==> config.mk <==
export PLATFORM = sky130hd
export DESIGN_NAME = tls_client_hello_sni_extractor_unit
export DESIGN_NICKNAME = d
export VERILOG_FILES = /design/src/hw/rtl/tlssni_pkg.sv /design/src/hw/rtl/tlssni_parser.sv /design/src/hw/rtl/tlssni_out_stage.sv /design/src/hw/rtl/tls_client_hello_sni_extractor_unit.sv
export SDC_FILE = /design/constraint.sdc
export NUM_CORES = 1
export LEC_CHECK = 0
export ABC_AREA = 1
export BUFFER_PORTS_ARGS = -buffer_cell sky130_fd_sc_hd__buf_2
export CORE_AREA = 4 4 202 204
export DETAILED_ROUTE_END_ITERATION = 10
export DIE_AREA = 0 0 206 208
export MAX_ROUTING_LAYER = met4
export PLACE_DENSITY = 0.7
export SYNTH_ARGS = -nofsm -noshare
export SYNTH_HDL_FRONTEND = slang
export SYNTH_HIERARCHICAL = 1
export SYNTH_SLANG_ARGS = --single-unit
==> constraint.sdc <==
create_clock -name clk -period 13.8 [get_ports clk]
set_input_delay 0.69 -clock clk [delete_from_list [all_inputs] [get_ports clk]]
set_output_delay 0.69 -clock clk [all_outputs]
set_load 0.02 [all_outputs]
==> src/hw/rtl/tlssni_pkg.sv <==
// Shared types and constants for the TLS ClientHello server-name extractor.
`timescale 1ns / 1ps

package tlssni_pkg;

    // Final verdict codes; ST_NONE means that no verdict is held yet.
    typedef enum logic [2:0] {
        ST_INCOMPLETE = 3'd0,
        ST_NOT_TLS    = 3'd1,
        ST_MALFORMED  = 3'd2,
        ST_NO_SNI     = 3'd3,
        ST_FOUND      = 3'd4,
        ST_NONE       = 3'd7
    } status_t;

    // One result item as the parser produces it for a byte.
    typedef struct packed {
        logic       name_byte_valid;
        logic [7:0] name_byte;
        logic       status_valid;
        status_t    parse_status;
    } res_t;

    localparam logic [7:0]  CONTENT_HANDSHAKE = 8'h16;
    localparam logic [7:0]  HS_CLIENT_HELLO   = 8'h01;
    localparam logic [15:0] EXT_SERVER_NAME   = 16'h0000;
    localparam logic [7:0]  NAME_HOST         = 8'h00;
    localparam logic [15:0] FIXED_PART_LEN    = 16'd34;
    localparam logic [16:0] REC_HDR_LEN       = 17'd5;
    localparam logic [15:0] HS_HDR_LEN        = 16'd4;

endpackage

==> src/hw/rtl/tlssni_parser.sv <==
// Byte-wise ClientHello parser: phase register, length bookkeeping and result logic.
`timescale 1ns / 1ps

module tlssni_parser
    import tlssni_pkg::*;
(
    input  logic       clk,
    input  logic       rst_n,
    input  logic       step_en,
    input  logic [7:0] data_byte,
    input  logic       end_of_buffer,
    output res_t       result
);

    typedef enum logic [4:0] {
        PH_REC, PH_HS_TYPE, PH_HS_LEN, PH_FIXED, PH_SID_LEN, PH_SID_SKIP,
        PH_CS_HI, PH_CS_LO, PH_CS_SKIP, PH_CM_LEN, PH_CM_SKIP,
        PH_EXTS_HI, PH_EXTS_LO, PH_EXT_T0, PH_EXT_T1,
        PH_SNI_L0, PH_SNI_L1, PH_OTH_L0, PH_OTH_L1, PH_EXT_SKIP,
        PH_LIST_HI, PH_LIST_LO, PH_NAME_TYPE, PH_HOST_L0, PH_HOST_L1,
        PH_OTHN_L0, PH_OTHN_L1, PH_NAME_SKIP, PH_NAME_EMIT, PH_DONE
    } phase_t;

    localparam logic [16:0] IDX_MAX = 17'h1FFFF;

    phase_t      phase_reg, phase_mid, phase_next;
    logic [16:0] idx_reg;
    logic [15:0] rl_reg, rl_next;
    logic [23:0] hl_reg, hl_next;
    logic [15:0] offset_reg, offset_mid;
    logic [15:0] acc_reg, acc_next;
    logic [15:0] su_reg, su_next;
    logic [15:0] exl_reg, exl_next;
    logic [15:0] el_reg, el_next;
    logic [15:0] nl_reg, nl_next;
    status_t     vd_reg, vd_mid, vd_next;
    logic        sent_reg;

    logic [15:0] offset_inc;
    logic [15:0] word16;
    logic [16:0] sum_v;
    logic [15:0] skip_len;
    logic [16:0] skip_sum;
    logic [23:0] skip_bound;
    logic        skip_bad;
    logic [23:0] hl_shift;
    logic [15:0] rl_low;
    logic        settle_hit;
    logic        name_hit;
    logic        stat_hit;
    status_t     stat_code;

    // Operands shared by the one-byte body phases.
    always_comb
    begin
        offset_inc = offset_reg + 16'd1;
        word16     = {acc_reg[7:0], data_byte};
        sum_v      = {1'b0, offset_inc} + {1'b0, word16};
        hl_shift   = {hl_reg[15:0], data_byte};
        rl_low     = rl_reg | {8'd0, data_byte};
        case (phase_reg)
            PH_SID_LEN, PH_CM_LEN: skip_len = {8'd0, data_byte};
            default:               skip_len = word16;
        endcase
        case (phase_reg)
            PH_OTH_L1:  skip_bound = {8'd0, exl_reg};
            PH_OTHN_L1: skip_bound = {8'd0, nl_reg};
            default:    skip_bound = hl_reg;
        endcase
        skip_sum = {1'b0, offset_inc} + {1'b0, skip_len};
        skip_bad = {8'd0, skip_sum} > {1'b0, skip_bound};
    end

    always_comb
    begin
        phase_mid  = phase_reg;
        offset_mid = offset_reg;
        rl_next    = rl_reg;
        hl_next    = hl_reg;
        acc_next   = acc_reg;
        su_next    = su_reg;
        exl_next   = exl_reg;
        el_next    = el_reg;
        nl_next    = nl_reg;
        vd_mid     = vd_reg;
        name_hit   = 1'b0;
        stat_hit   = 1'b0;
        stat_code  = ST_INCOMPLETE;

        if (!sent_reg)
        begin
            case (phase_reg)
                PH_REC:
                begin
                    if (idx_reg == 17'd0 && data_byte != CONTENT_HANDSHAKE)
                    begin
                        vd_mid = ST_NOT_TLS;
                    end
                    if (idx_reg == 17'd3)
                    begin
                        rl_next = {data_byte, 8'd0};
                    end
                    if (idx_reg == 17'd4)
                    begin
                        rl_next = rl_low;
                        if (vd_reg == ST_NOT_TLS)
                        begin
                            stat_hit  = 1'b1;
                            stat_code = ST_NOT_TLS;
                            phase_mid = PH_DONE;
                        end
                        else if (rl_low < HS_HDR_LEN)
                        begin
                            vd_mid    = ST_MALFORMED;
                            phase_mid = PH_DONE;
                        end
                        else
                        begin
                            phase_mid = PH_HS_TYPE;
                        end
                    end
                end
                PH_HS_TYPE:
                begin
                    if (data_byte != HS_CLIENT_HELLO)
                    begin
                        vd_mid    = ST_NOT_TLS;
                        phase_mid = PH_DONE;
                    end
                    else
                    begin
                        phase_mid = PH_HS_LEN;
                    end
                end
                PH_HS_LEN:
                begin
                    hl_next = hl_shift;
                    if (idx_reg == 17'd8)
                    begin
                        if ({9'd0, HS_HDR_LEN} + {1'b0, hl_shift} > {9'd0, rl_reg})
                        begin
                            vd_mid    = ST_MALFORMED;
                            phase_mid = PH_DONE;
                        end
                        else
                        begin
                            offset_mid = 16'd0;
                            if ({8'd0, FIXED_PART_LEN} > hl_shift)
                            begin
                                vd_mid    = ST_MALFORMED;
                                phase_mid = PH_DONE;
                            end
                            else
                            begin
                                su_next   = FIXED_PART_LEN;
                                phase_mid = PH_FIXED;
                            end
                        end
                    end
                end
                PH_DONE:
                begin
                end
                default:
                begin
                    offset_mid = offset_inc;
                    case (phase_reg)
                        PH_SID_LEN, PH_CS_LO, PH_CM_LEN, PH_OTH_L1, PH_OTHN_L1:
                        begin
                            if (skip_bad)
                            begin
                                vd_mid    = ST_MALFORMED;
                                phase_mid = PH_DONE;
                            end
                            else
                            begin
                                su_next = skip_sum[15:0];
                                case (phase_reg)
                                    PH_SID_LEN: phase_mid = PH_SID_SKIP;
                                    PH_CS_LO:   phase_mid = PH_CS_SKIP;
                                    PH_CM_LEN:  phase_mid = PH_CM_SKIP;
                                    PH_OTH_L1:  phase_mid = PH_EXT_SKIP;
                                    default:    phase_mid = PH_NAME_SKIP;
                                endcase
                            end
                        end
                        PH_CS_HI, PH_EXTS_HI, PH_EXT_T0, PH_SNI_L0,
                        PH_OTH_L0, PH_LIST_HI, PH_HOST_L0, PH_OTHN_L0:
                        begin
                            acc_next  = {8'd0, data_byte};
                            phase_mid = phase_t'(phase_reg + 5'd1);
                        end
                        PH_EXTS_LO:
                        begin
                            if ({8'd0, sum_v} > {1'b0, hl_reg})
                            begin
                                vd_mid    = ST_MALFORMED;
                                phase_mid = PH_DONE;
                            end
                            else
                            begin
                                exl_next = sum_v[15:0];
                                if ({1'b0, offset_inc} + 17'd4 <= sum_v)
                                begin
                                    phase_mid = PH_EXT_T0;
                                end
                                else
                                begin
                                    vd_mid    = ST_NO_SNI;
                                    phase_mid = PH_DONE;
                                end
                            end
                        end
                        PH_EXT_T1:
                        begin
                            phase_mid = (word16 == EXT_SERVER_NAME) ? PH_SNI_L0 : PH_OTH_L0;
                        end
                        PH_SNI_L1:
                        begin
                            if (sum_v > {1'b0, exl_reg})
                            begin
                                vd_mid    = ST_MALFORMED;
                                phase_mid = PH_DONE;
                            end
                            else
                            begin
                                el_next = sum_v[15:0];
                                if ({1'b0, offset_inc} + 17'd2 > sum_v)
                                begin
                                    vd_mid    = ST_MALFORMED;
                                    phase_mid = PH_DONE;
                                end
                                else
                                begin
                                    phase_mid = PH_LIST_HI;
                                end
                            end
                        end
                        PH_LIST_LO:
                        begin
                            if (sum_v > {1'b0, el_reg})
                            begin
                                vd_mid    = ST_MALFORMED;
                                phase_mid = PH_DONE;
                            end
                            else
                            begin
                                nl_next = sum_v[15:0];
                                if ({1'b0, offset_inc} + 17'd3 <= sum_v)
                                begin
                                    phase_mid = PH_NAME_TYPE;
                                end
                                else
                                begin
                                    vd_mid    = ST_NO_SNI;
                                    phase_mid = PH_DONE;
                                end
                            end
                        end
                        PH_NAME_TYPE:
                        begin
                            phase_mid = (data_byte == NAME_HOST) ? PH_HOST_L0 : PH_OTHN_L0;
                        end
                        PH_HOST_L1:
                        begin
                            if (sum_v > {1'b0, nl_reg})
                            begin
                                vd_mid    = ST_MALFORMED;
                                phase_mid = PH_DONE;
                            end
                            else
                            begin
                                vd_mid    = ST_FOUND;
                                su_next   = sum_v[15:0];
                                phase_mid = PH_NAME_EMIT;
                            end
                        end
                        PH_NAME_EMIT:
                        begin
                            name_hit = 1'b1;
                        end
                        default:
                        begin
                        end
                    endcase
                end
            endcase
        end
    end

    // A skip that has reached its end resolves without taking a byte. None of
    // the phases it leads to is a skip, so one resolution step is enough.
    always_comb
    begin
        phase_next = phase_mid;
        vd_next    = vd_mid;
        settle_hit = (offset_mid == su_next) && !sent_reg;
        if (settle_hit)
        begin
            case (phase_mid)
                PH_FIXED:
                begin
                    if ({9'd0, offset_mid} + 25'd1 > {1'b0, hl_next})
                    begin
                        vd_next    = ST_MALFORMED;
                        phase_next = PH_DONE;
                    end
                    else
                    begin
                        phase_next = PH_SID_LEN;
                    end
                end
                PH_SID_SKIP:
                begin
                    if ({9'd0, offset_mid} + 25'd2 > {1'b0, hl_next})
                    begin
                        vd_next    = ST_MALFORMED;
                        phase_next = PH_DONE;
                    end
                    else
                    begin
                        phase_next = PH_CS_HI;
                    end
                end
                PH_CS_SKIP:
                begin
                    if ({9'd0, offset_mid} + 25'd1 > {1'b0, hl_next})
                    begin
                        vd_next    = ST_MALFORMED;
                        phase_next = PH_DONE;
                    end
                    else
                    begin
                        phase_next = PH_CM_LEN;
                    end
                end
                PH_CM_SKIP:
                begin
                    if ({8'd0, offset_mid} == hl_next)
                    begin
                        vd_next    = ST_NO_SNI;
                        phase_next = PH_DONE;
                    end
                    else if ({9'd0, offset_mid} + 25'd2 > {1'b0, hl_next})
                    begin
                        vd_next    = ST_MALFORMED;
                        phase_next = PH_DONE;
                    end
                    else
                    begin
                        phase_next = PH_EXTS_HI;
                    end
                end
                PH_EXT_SKIP:
                begin
                    if ({1'b0, offset_mid} + 17'd4 <= {1'b0, exl_next})
                    begin
                        phase_next = PH_EXT_T0;
                    end
                    else
                    begin
                        vd_next    = ST_NO_SNI;
                        phase_next = PH_DONE;
                    end
                end
                PH_NAME_SKIP:
                begin
                    if ({1'b0, offset_mid} + 17'd3 <= {1'b0, nl_next})
                    begin
                        phase_next = PH_NAME_TYPE;
                    end
                    else
                    begin
                        vd_next    = ST_NO_SNI;
                        phase_next = PH_DONE;
                    end
                end
                PH_NAME_EMIT:
                begin
                    phase_next = PH_DONE;
                end
                default:
                begin
                end
            endcase
        end
    end

    // Result for this byte: the status goes out at the header's last byte for a
    // non-handshake record, else at the record's last byte or the buffer end, whichever comes first.
    always_comb
    begin
        result.name_byte_valid = name_hit;
        result.name_byte       = name_hit ? data_byte : 8'd0;
        result.status_valid    = 1'b0;
        result.parse_status    = ST_INCOMPLETE;
        if (!sent_reg)
        begin
            if (stat_hit)
            begin
                result.status_valid = 1'b1;
                result.parse_status = stat_code;
            end
            else if (idx_reg == REC_HDR_LEN - 17'd1 + {1'b0, rl_next})
            begin
                result.status_valid = 1'b1;
                result.parse_status = (logic'(vd_next) == 1'b0 ||
                                       3'(vd_next) <= 3'(ST_FOUND)) ? vd_next : ST_MALFORMED;
            end
            else if (end_of_buffer)
            begin
                result.status_valid = 1'b1;
                result.parse_status = ST_INCOMPLETE;
            end
        end
    end

    always_ff @(posedge clk or negedge rst_n)
    begin
        if (!rst_n)
        begin
            phase_reg  <= PH_REC;
            idx_reg    <= 17'd0;
            rl_reg     <= 16'd0;
            hl_reg     <= 24'd0;
            offset_reg <= 16'd0;
            acc_reg    <= 16'd0;
            su_reg     <= 16'd0;
            exl_reg    <= 16'd0;
            el_reg     <= 16'd0;
            nl_reg     <= 16'd0;
            vd_reg     <= ST_NONE;
            sent_reg   <= 1'b0;
        end
        else if (step_en)
        begin
            if (end_of_buffer)
            begin
                phase_reg  <= PH_REC;
                idx_reg    <= 17'd0;
                rl_reg     <= 16'd0;
                hl_reg     <= 24'd0;
                offset_reg <= 16'd0;
                acc_reg    <= 16'd0;
                su_reg     <= 16'd0;
                exl_reg    <= 16'd0;
                el_reg     <= 16'd0;
                nl_reg     <= 16'd0;
                vd_reg     <= ST_NONE;
                sent_reg   <= 1'b0;
            end
            else if (!sent_reg)
            begin
                phase_reg  <= phase_next;
                idx_reg    <= (idx_reg != IDX_MAX) ? idx_reg + 17'd1 : idx_reg;
                rl_reg     <= rl_next;
                hl_reg     <= hl_next;
                offset_reg <= offset_mid;
                acc_reg    <= acc_next;
                su_reg     <= su_next;
                exl_reg    <= exl_next;
                el_reg     <= el_next;
                nl_reg     <= nl_next;
                vd_reg     <= vd_next;
                sent_reg   <= result.status_valid;
            end
        end
    end

    a_quiet_after_status: assert property (@(posedge clk) disable iff (!rst_n)
        sent_reg && step_en |-> !result.name_byte_valid && !result.status_valid)
        else $error("result produced after the final status");

    a_restart_after_end: assert property (@(posedge clk) disable iff (!rst_n)
        step_en && end_of_buffer |=> phase_reg == PH_REC && idx_reg == 17'd0 && !sent_reg)
        else $error("parser did not restart after the buffer end");

    a_name_only_in_emit: assert property (@(posedge clk) disable iff (!rst_n)
        result.name_byte_valid |-> phase_reg == PH_NAME_EMIT && !sent_reg)
        else $error("name byte outside the host name field");

    a_status_at_end: assert property (@(posedge clk) disable iff (!rst_n)
        step_en && end_of_buffer && !sent_reg |-> result.status_valid)
        else $error("buffer ended without a status");

endmodule

==> src/hw/rtl/tlssni_out_stage.sv <==
// Output register stage that holds one result until the receiver takes it.
`timescale 1ns / 1ps

module tlssni_out_stage
    import tlssni_pkg::*;
(
    input  logic       clk,
    input  logic       rst_n,
    input  logic       load,
    input  res_t       result,
    input  logic       out_ready,
    output logic       can_load,
    output logic       out_valid,
    output logic [7:0] name_byte,
    output logic       name_byte_valid,
    output logic [2:0] parse_status,
    output logic       status_valid
);

    logic valid_reg;
    res_t data_reg;
    logic has_item;

    assign has_item = result.name_byte_valid || result.status_valid;
    assign can_load = !valid_reg || out_ready;

    always_ff @(posedge clk or negedge rst_n)
    begin
        if (!rst_n)
        begin
            valid_reg <= 1'b0;
        end
        else if (can_load)
        begin
            valid_reg <= load && has_item;
        end
    end

    always_ff @(posedge clk)
    begin
        if (can_load && load)
        begin
            data_reg <= result;
        end
    end

    assign out_valid       = valid_reg;
    assign name_byte       = data_reg.name_byte;
    assign name_byte_valid = data_reg.name_byte_valid;
    assign parse_status    = 3'(data_reg.parse_status);
    assign status_valid    = data_reg.status_valid;

endmodule

==> src/hw/rtl/tls_client_hello_sni_extractor_unit.sv <==
// Top level of the TLS ClientHello server-name extractor.
//
// Input channel (in_valid/in_ready): one byte of a captured buffer per
// transfer, with end_of_buffer set on its last byte. Output channel
// (out_valid/out_ready): a result transfer carries a host name byte
// (name_byte_valid), the final status of the buffer (status_valid), or both.
// Bytes that cause no result produce no output transfer.
// A byte is taken into an input register at its transfer and parsed from
// there. Its result is loaded into the output register when the parse
// step runs, and out_valid rises with it; the parse step waits while the
// output register holds a result that the receiver has not taken.
// One byte per cycle is sustained while the receiver does not stall: the
// phase and length registers of the parser close their loop within each byte's parse step.
// Reset clears the parser to the start of a record and empties both stages.
// When the receiver stalls, the output register holds its result, the parse
// step waits, and in_ready drops as soon as the input register holds a byte.
// After the status, bytes are dropped until end_of_buffer, which restarts
// the parser for the next buffer.
`timescale 1ns / 1ps

module tls_client_hello_sni_extractor_unit
    import tlssni_pkg::*;
(
    input  logic       clk,
    input  logic       rst_n,
    input  logic       in_valid,
    output logic       in_ready,
    input  logic [7:0] data_byte,
    input  logic       end_of_buffer,
    output logic       out_valid,
    input  logic       out_ready,
    output logic [7:0] name_byte,
    output logic       name_byte_valid,
    output logic [2:0] parse_status,
    output logic       status_valid
);

    logic       in_valid_reg;
    logic [7:0] byte_reg;
    logic       eob_reg;
    logic       can_load;
    logic       step_en;
    res_t       result;

    assign step_en  = in_valid_reg && can_load;
    assign in_ready = !in_valid_reg || step_en;

    always_ff @(posedge clk or negedge rst_n)
    begin
        if (!rst_n)
        begin
            in_valid_reg <= 1'b0;
        end
        else if (in_ready)
        begin
            in_valid_reg <= in_valid;
        end
    end

    always_ff @(posedge clk)
    begin
        if (in_ready && in_valid)
        begin
            byte_reg <= data_byte;
            eob_reg  <= end_of_buffer;
        end
    end

    tlssni_parser u_parser (
        .clk           (clk),
        .rst_n         (rst_n),
        .step_en       (step_en),
        .data_byte     (byte_reg),
        .end_of_buffer (eob_reg),
        .result        (result)
    );

    tlssni_out_stage u_out_stage (
        .clk             (clk),
        .rst_n           (rst_n),
        .load            (step_en),
        .result          (result),
        .out_ready       (out_ready),
        .can_load        (can_load),
        .out_valid       (out_valid),
        .name_byte       (name_byte),
        .name_byte_valid (name_byte_valid),
        .parse_status    (parse_status),
        .status_valid    (status_valid)
    );

endmodule
=== Yosys cells after proc, flatten, opt, wreduce, memory -nomap -nowiden ===
Index checks and enable logic that the tools add are counted.

* Logic and storage cells: 254
* Flip-flop bits (word level): 178
* Input bits: 13
* Output and inout port bits: 15

* Bitwise gates (word level): 2
* Reduce and logical (&&, ||, !) cells: 30
* Muxes and demuxes: 129
* Add/subtract/negate cells: 14
* Equality and inequality tests: 43
* Magnitude comparators: 16

{| class="wikitable"
|+ Operators by type and width
! kind !! count
|-
| $mux 16 || 37
|-
| $mux 5 || 23
|-
| $mux 24 || 4
|-
| $pmux 16 s2 || 3
|-
| $mux 3 || 28
|-
| $eq 5x5->1 const B || 15
|-
| $add 16x2->17 const B || 4
|-
| $gt 17x16->1 || 3
|-
| $mux 17 || 3
|-
| $gt 25x24->1 || 2
|-
| $gt 17x24->1 || 2
|-
| $pmux 24 s2 || 1
|-
| $eq 5x4->1 const B || 8
|-
| $pmux 5 s4 || 2
|-
| $pmux 5 s8 || 1
|-
| $pmux 5 s7 || 1
|-
| $add 16x16->17 || 2
|-
| $add 16x3->17 const B || 2
|-
| $le 17x16->1 || 2
|-
| $le 17x17->1 || 2
|-
| $mux 4 || 8
|-
| $mux 8 || 4
|-
| $pmux 3 s5 || 2
|-
| $add 3x24->25 const A || 1
|-
| other kinds (46) || 74
|}

=== Depth between registers and ports, before layout ===
Gate-level depths: netlist of the first run.

* Depth after elaboration: 21
* Depth in mapped cells: 55
* Mapped depth without buffers: 53

=== By module ===
Netlist of the first run, hierarchy kept.

{| class="wikitable"
|+ By module, submodules not included
! module !! instances !! cells an instance !! seq. area each (um^2) !! area an instance (um^2)
|-
| tlssni_parser || 1 || 3108 || 3857.4 || 20424.6
|-
| tlssni_out_stage || 1 || 19 || 415.4 || 441.7
|-
| tls_client_hello_sni_extractor_unit || 1 || 17 || 295.3 || 322.8
|}

=== Least setup slack after synthesis of the first run ===
No wires, ideal clock.

* Kind: register to register
* Start point: reg u_parser.offset_reg[1]
* End point: reg u_out_stage.data_reg (netlist bit u_out_stage/parse_status[1]) (data pin)
* Arrival time: 6368 ps
* Period minus slack after synthesis: 6621 ps
* Buffers on the path: 1
* Data required time: 13548 ps
* Cell stages (with the launch flop): 47
* Setup time: 252 ps
* Setup slack: 7179 ps
* Cell sequence: dfrtp_1 -> ha_1 -> nand4_1 -> nor2_1 -> nand3_1 -> nor3_2 -> nand3_1 -> xor2_1 -> inv_1 -> ha_1 -> a21oi_1 -> o31ai_1 -> a21oi_1 -> o21ai_0 -> xnor2_1 -> inv_1 -> ha_1 -> inv_1 -> [11 not listed] -> o21ai_0 -> nand2_1 -> nand2_1 -> a21oi_1 -> o21ai_0 -> nand2_1 -> inv_1 -> o21bai_1 -> a21oi_1 -> o21ai_0 -> o21a_1 -> nor2_1 -> nor2_1 -> nand3_1 -> nor2_1 -> nand2_1 -> nand3b_1 -> nand2_1

* Longest elaborated chain between the ends: 17
* Elaborated cells between the ends (all ways): 84
* Those cells by class: add/sub: 10; order compare: 13; eq/ne: 8; mux: 49; bitwise: 1; reduce/logical: 3

{| class="wikitable"
|+ RTL lines
! item !! line !! text
|-
| start: declaration || tlssni_parser.sv:30 || <nowiki>logic [15:0] offset_reg, offset_mid;</nowiki>
|-
| start signal: assignment || tlssni_parser.sv:458 || <nowiki>offset_reg <= offset_mid;</nowiki>
|-
| parallel branches: the longest is 11 deep, another holds $gt 17x24->1 || n/a ||
|-
| $mux 3 * || tlssni_parser.sv:298 || <nowiki>if (settle_hit)</nowiki>
|-
| $le 3x3->1 / $not 1->1 (equally long branches) || tlssni_parser.sv:408, tlssni_parser.sv:407 ||
|-
| $logic_or 1x1->1 || tlssni_parser.sv:407 || <nowiki>result.parse_status = (logic'(vd_next) == 1'b0 ||</nowiki>
|-
| $mux 3 * || tlssni_parser.sv:408 || <nowiki>3'(vd_next) <= 3'(ST_FOUND)) ? vd_next : ST_MALFORMED;</nowiki>
|-
| $mux 4 * || tlssni_parser.sv:404 || <nowiki>else if (idx_reg == REC_HDR_LEN - 17'd1 + {1'b0, rl_next})</nowiki>
|-
| $mux 4 * || tlssni_parser.sv:399 || <nowiki>if (stat_hit)</nowiki>
|-
| end signal: assignment || tlssni_out_stage.sv:43 || <nowiki>data_reg <= result;</nowiki>
|-
| end: declaration || tlssni_out_stage.sv:21 || <nowiki>res_t data_reg;</nowiki>
|}

Mark *: on every way between the ends.
A chain may end at the register's enable or synchronous reset.

=== Worst setup path in the final report of the first run ===
* Start point: reg u_parser.offset_reg[0]
* End point: reg u_out_stage.data_reg (netlist bit u_out_stage/parse_status[1]) (data pin)

The elaborated chain is that of the path after synthesis.

==> impl_metrics.tcl, run 1 <==
set metrics [dict create \
    status "completed" \
    hold_class "input port to asynchronous set/reset pin" \
    cp_common_cell "nand2_1" \
    die_h_microns 208 \
    p_sw_share_pct 56.8 \
    wl_mm 88.6 \
    synth_cell_types 74 \
    yosys-top-cells-area "dfrtp_1, ha_1, nand2_1" \
    syn-cell-area_sq_um 21200 \
    gp_congestion 1.13 \
    finalHoldViolCount 0 \
    clock-sinks 178 \
    total_leakage_power_nw 11.3 \
    cts_buffers 17 \
    cts_tree "built" \
    cts_hold_buf 0 \
    start_util_pct 54.0 \
    die_x_microns 206 \
    syn_avg_cell_area_sq_um 6.74 \
    synthCells 3144 \
    drv_cap 0 \
    hpwl_mm 70.4 \
    synth_area_leader_cell "dfrtp_1" \
    largest_reg_flops 24 \
    drcViolationCount 0 \
    setup_slack_ns 4.62 \
    clk_latency_ns 0.47 \
    worstPathRequired_ns 14.03 \
    dp_worst_setup_slack_ns 4.89 \
    crit_path_end_kind "flip-flop" \
    diodes 0 \
    finalClockSkew_ns 0.0117 \
    cts_resized 0 \
    period_share_pct 66.5 \
    die_area_sq_um 42800 \
    rsz0062_at_grt "false" \
    p_sw_mw 2.07 \
    portBuffers 27 \
    grt_pass1_vias 21600 \
    powerDensity_nw_per_um2 162 \
    drtIter0Drc 3483 \
    vias 23300 \
    worst_path_max_delay_cell "nor2_2" \
    core_sq_um 39300 \
    slowest_delay_ns 0.90 \
    slew-limit-headroom_pct 4.93 \
    tightest_slew_ns 1.41 \
    nNetsFinal 3440 \
    synth_enable_flop_cells 22 \
    antenna_found_initial 0 \
    ios 28 \
    cts_root_buf "clkbuf_16" \
    std_cell_rows 73 \
    grt_start_max_net_pins 97 \
    synthFlopType "dfrtp_1" \
    fin_tns_setup_ns 0 \
    post_cts_buffers 0 \
    grt_usage_pct 41.6 \
    grt_overflow 0 \
    crit_type "flip-flop to flip-flop" \
    htreeDepth 4 \
    combPwrFrac_pct 68.3 \
    layout-drive-gt1-share_pct 8.31 \
    slew_viol_final 0 \
    grt_pass1_wl_mm 133 \
    dr.pass1.iters 7 \
    internal-power_mw 1.58 \
    synth_seq_cells 178 \
    yosysTopAreaCellShare_pct 18.1 \
    p_clk_share_pct 13.7 \
    clockBufferDepth 2 \
    ant_nets 0 \
    yosys_warnings 6 \
    cp_max_fo 32 \
    ys_async_sr_fraction_pct 87.6 \
    path_clk_slew_ns 0.08 \
    avgRoutedWirePerCell_microns 23.9 \
    syn_nets 3420 \
    setup_viol 0 \
    startpoint_type "flip-flop" \
    vias_per_cell 6.29 \
    peakVddDrop_v 0.000174 \
    syn2layout_area_growth_pct 6.47 \
    clock.fmax_mhz 109 \
    crit_arrival_ns 9.40 \
    seqPwrFrac_pct 18.0 \
    layout_min_cycle_time_ns 9.18 \
    yosysSeqAreaShare_pct 21.6 \
]
[cell usage in the layout (no fill, tap or decap), drive strengths merged, types with 2 or more instances in the layout]
cell type  Yosys  routed
a22oi          2       2
xor2         128     128
a21oi        174     174
nand3b        11      11
nor3b          7       7
o221ai         3       3
o21ai        173     173
o311ai         2       2
or2            9       9
nor3          71      71
o2111ai        3       3
edfxtp        22      22
nand2        751     751
xnor2         16      16
a32o           4       4
nand4         85      85
a21boi         5       5
o21a           8       8
clkinv         8      10
nand3        190     190
and2           3       3
a31oi          7       7
a22o           4       4
a21o           5       5
dfrtp        153     153
a311oi         2       2
a211oi        11      11
o211ai        12      12
clkbuf        40      22
ha           262     262
nor4          20      20
inv          455     462
dfstp          3       3
buf           27      68
o22ai        129     129
nor2         314     314
o21bai         9       9
a221oi         2       2
o31ai          6       6
[power by group through the flow]
stage	Clock, mW	Sequential [mW]	Combinational (mW)
floorplan	0	0.635	1.68
global placement	0	0.661	2.34
detailed placement	0	0.662	2.39
CTS	0.506	0.652	2.39
global route	0.527	0.660	2.68
finish	0.500	0.656	2.50
[per-layer routing]
| layer | up-vias | track usage [%] | part of all wire (%) |
|---|---|---|---|
| met2 | 1464 | 59.6 | 42 |
| met5 | - | - | 0 |
| met1 | 10900 | 54.2 | 40 |
| met4 | 0 | 24.8 | 7.6 |
| li1 | 10600 | - | - |
| met3 | 326 | 8.40 | 11 |
[final timing paths]
path                                   startpoint                          end  slack, ns  cells after the start
max                        u_parser/offset_reg[0]  u_out_stage/parse_status[1]       4.62                     48
min                                         rst_n          u_parser/acc_reg[0]       0.17                      1
min reg2reg                   u_parser/su_reg[11]          u_parser/su_reg[11]       0.52                      1
max reg2reg                u_parser/offset_reg[0]  u_out_stage/parse_status[1]       4.62                     48
min in group clk                    end_of_buffer                      eob_reg       0.39                      1
max in group asynchronous                   rst_n          u_parser/idx_reg[4]      12.38                      2
[synth_stat cells (5+ instances only)]
master      n
nand2_2    25
clkinv_1    8
or2_2       7
nand3b_1   11
a21oi_1   171
o21a_1      8
nand3_2    14
edfxtp_1   22
o211ai_1   12
o21ai_0   150
clkbuf_1   40
nand2_1   718
nor3b_1     7
nand4_1    80
nor3_1     65
a21o_1      5
nor3_2      5
buf_2      15
o22ai_1   128
nor2_2     18
o21bai_1    6
a211oi_1   11
a31oi_1     7
nor2_4     11
nor2_1    284
inv_2      39
inv_1     414
o21ai_1    19
xor2_1    127
o31ai_1     6
dfrtp_1   153
xnor2_1    16
nor4_1     18
nand2_4     8
nand3_1   172
ha_1      262
[cells by family (layout without fill, tap and decap cells)]
kind of cell    count (synthesis)  count (layout)  synth area share (%)
flops                         178             178                  21.6
buf+inv                       530             563                  9.75
xor+xnor                      144             144                  5.99
compound gates                567             567                  15.6
simple gates                 1462            1462                  31.5
fa+ha+maj                     263             263                  15.6
[per-stage QoR]
step                      cells  util (%)  total power [mW]  hold WS (ns)  area [sq um]
after floorplan            3144         -              2.32         0.394         21200
after global placement     3670      56.0              3.00         0.490         22000
after detailed placement   3670      56.0              3.05         0.498         22000
after CTS                  3702      57.4              3.55         0.196         22600
after global routing       3702      57.4              3.87         0.200         22600
final                      3702      57.4              3.65         0.170         22600
[area by class of cell]
cell class                      instances  area (sq um)
Fill cell                            3869         16700
Timing Repair Buffer                   68           449
Multi-Input combinational cell       2436         14600
Inverter                              463          1740
Clock inverter                         10          87.6
Clock buffer                           22           485
Sequential cell                       178          4570
Tap cell                              525           657
[critical path: cells and delay by family (launching register included)]
family                   cells  cell delay [ns]
flip-flops                   1             0.55
AND/OR/NAND/NOR             29             4.24
XOR/XNOR                     1             0.80
AO/OA/AOI/OAI               10             1.66
adder cells (fa/ha/maj)      3             1.23
buffers and inverters        5             0.42
Power figures use the tool's default switching activity.
==> run 2: changes to the inputs <==
--- a/config.mk
+++ b/config.mk
@@ -5,13 +5,13 @@
 export SDC_FILE = /design/constraint.sdc
 export NUM_CORES = 1
 export LEC_CHECK = 0
-export ABC_AREA = 1
+export ABC_AREA = 0
 export BUFFER_PORTS_ARGS = -buffer_cell sky130_fd_sc_hd__buf_2
-export CORE_AREA = 4 4 202 204
+export CORE_AREA = 4 4 198 200
 export DETAILED_ROUTE_END_ITERATION = 10
-export DIE_AREA = 0 0 206 208
+export DIE_AREA = 0 0 202 204
 export MAX_ROUTING_LAYER = met4
-export PLACE_DENSITY = 0.7
+export PLACE_DENSITY = 0.73
 export SYNTH_ARGS = -nofsm -noshare
 export SYNTH_HDL_FRONTEND = slang
 export SYNTH_HIERARCHICAL = 1
==> constraint.sdc (replaced) <==
create_clock -name clk -period 7.8 [get_ports clk]
set_input_delay 0.39 -clock clk [delete_from_list [all_inputs] [get_ports clk]]
set_output_delay 0.39 -clock clk [all_outputs]
set_load 0.02 [all_outputs]
==> impl_metrics.tcl, run 2 <==
set metrics [dict create \
    syn_nets 2800 \
    grt_usage_pct 44.2 \
    portBuffers 27 \
    hold_class "input port to asynchronous set/reset pin" \
    std_cell_rows 71 \
    final_common_cell "ha_1" \
    die_area_sq_um 41200 \
    largest_reg_flops 24 \
    core_sq_um 37400 \
    drv_cap 0 \
    dr.pass1.iters 6 \
    htreeDepth 4 \
    die_x_microns 202 \
    yosys_warnings 6 \
    layout-drive-gt1-share_pct 14.1 \
    synthCells 2524 \
    clk_latency_ns 0.48 \
    synth_enable_flop_cells 22 \
    grt_pass1_wl_mm 134 \
    slew-limit-headroom_pct 22.5 \
    grt_pass1_vias 21200 \
    syn-cell-area_sq_um 20500 \
    drtIter0Drc 3126 \
    ios 28 \
    yosys-top-cells-area "dfrtp_1, ha_1, xnor2_1" \
    wl_mm 91.3 \
    ant_nets 0 \
    synth_area_leader_cell "dfrtp_1" \
    fin_hold_ws_ns 0.0124 \
    r2r_cells 31 \
    syn2layout_area_growth_pct 15.0 \
    fillers 3349 \
    finalClockSkew_ns 0.0228 \
    cts_root_buf "clkbuf_16" \
    avgRoutedWirePerCell_microns 28.3 \
    ys_top_cells_by_count "ha_1, nand2_1, nor2_1, xnor2_1, dfrtp_1" \
    clockBufferDepth 2 \
    period_share_pct 97.4 \
    startpoint_type "flip-flop" \
    cts_hold_buf 0 \
    clock.fmax_mhz 132 \
    antenna_found_initial 3 \
    cts_buffers 17 \
    worstPathRequired_ns 8.16 \
    tightest_slew_ns 1.15 \
    total_leakage_power_nw 10.3 \
    drcViolationCount 0 \
    peakVddDrop_v 0.000505 \
    most-common-layout-cells "ha_1, buf_4, nand2_1" \
    p_total_mw 6.92 \
    status "completed" \
    crit_path_end_kind "flip-flop" \
    clock-sinks 178 \
    worst_path_max_delay_cell "edfxtp_1" \
    path_clk_slew_ns 0.08 \
    setup_viol 0 \
    slowest_delay_ns 0.56 \
    powerDensity_nw_per_um2 294 \
    cp_max_fo 9 \
    yosysTopAreaCellShare_pct 18.7 \
    synthFlopType "dfrtp_1" \
    nNetsFinal 2978 \
    yosysSeqAreaShare_pct 22.3 \
    crit_type "flip-flop to flip-flop" \
    cts_tree "built" \
    synth_seq_cells 178 \
    finalHoldViolCount 0 \
    slew_viol_final 0 \
    ys_async_sr_fraction_pct 87.6 \
    vias 22400 \
    die_h_microns 204 \
    hpwl_mm 71.8 \
    grt_start_max_net_pins 95 \
    syn_avg_cell_area_sq_um 8.11 \
    gp_congestion 1.12 \
    layout_min_cycle_time_ns 7.60 \
    post-synth-top-count-cell "ha_1" \
    synth_cell_types 94 \
    rsz0062_at_grt "true" \
    vias_per_cell 6.92 \
    crit_arrival_ns 7.95 \
    start_util_pct 54.7 \
    cp_common_cell "buf_4" \
    grt_overflow 0 \
]
run 2: per-layer routing:
metal	vias up	share of wire, %	track usage (%)
met5	-	0	-
met4	0	7.7	27.1
met3	421	12	11.4
met2	1575	41	63.3
met1	10600	39	55.9
li1	9749	-	-
run 2: cell families (layout without fill, tap and decap cells):
kind of cell | count (synthesis) | in the layout | share of synthesized area (%)
other | 0 | 6 | 0
XOR/XNOR | 210 | 210 | 8.99
multiplexers | 61 | 61 | 3.02
AND/OR/NAND/NOR | 905 | 905 | 23.3
buffers and inverters | 263 | 454 | 4.96
AO/OA/AOI/OAI | 644 | 644 | 21.3
flip-flops | 178 | 178 | 22.3
adder cells (fa/ha/maj) | 263 | 263 | 16.1
run 2: worst paths after layout:
path	startpoint	endpoint	slack (ns)
worst max-delay path	byte_reg[2]	u_parser/phase_reg[4]	0.20
worst min-delay path	rst_n	u_parser/el_reg[13]	0.01
worst max register to register	byte_reg[2]	u_parser/phase_reg[4]	0.20
worst min register to register	u_parser/el_reg[3]	u_parser/el_reg[3]	0.49
max in group asynchronous	rst_n	u_parser/hl_reg[9]	6.23
min in group clk	data_byte[2]	byte_reg[2]	0.09
run 2: area by class of cell:
type | count | area (sq um) | area share [%]
antenna | 6 | 15.0 | 0.0638
clock buffer | 19 | 464 | 1.97
clock inverter | 13 | 156 | 0.665
inverter | 151 | 567 | 2.41
multi-input combinational | 2083 | 15100 | 64.2
sequential | 178 | 4570 | 19.4
tap | 511 | 639 | 2.72
timing repair buffer | 271 | 2010 | 8.56
run 2: through the flow:
stage	instance area, sq um	utilization (%)	cells	setup TNS (ns)	worst slack [ns]
6_report	23500	62.9	3232	0	0.204
5_1_grt	23500	62.9	3230	-0.236	-0.0655
4_1_cts	23300	62.3	3223	0	0.0218
3_5_place_dp	22700	60.6	3191	-0.0680	-0.0278
3_3_place_gp	22700	60.6	3191	0	0.142
2_1_floorplan	20500	-	2524	0	0.0289
run 2: critical path: cells and delay by family (launching register included):
kind	cells	cell delay, ns
AOI/OAI and AO/OA	6	1.44
xor gates and xnor gates	2	0.46
adders and majority gates	3	0.86
buffers and inverters	4	0.74
DFF	1	0.56
muxes	1	0.26
and+or+nand+nor	15	3.12
run 2: power by group:
part           internal, mW  switching (mW)  total [mW]  leakage (nW)
clock network         0.484           0.450       0.934         0.302
logic                  1.82            3.04        4.86          7.67
registers              1.03          0.0989        1.13          2.37
total                  3.33            3.59        6.92          10.3
run 2: timing repair:
action,in CTS,in global routing
endpoints found under the setup margin,4,11
resized for setup,3,42
pin swaps,0,6
buffers inserted,0,3
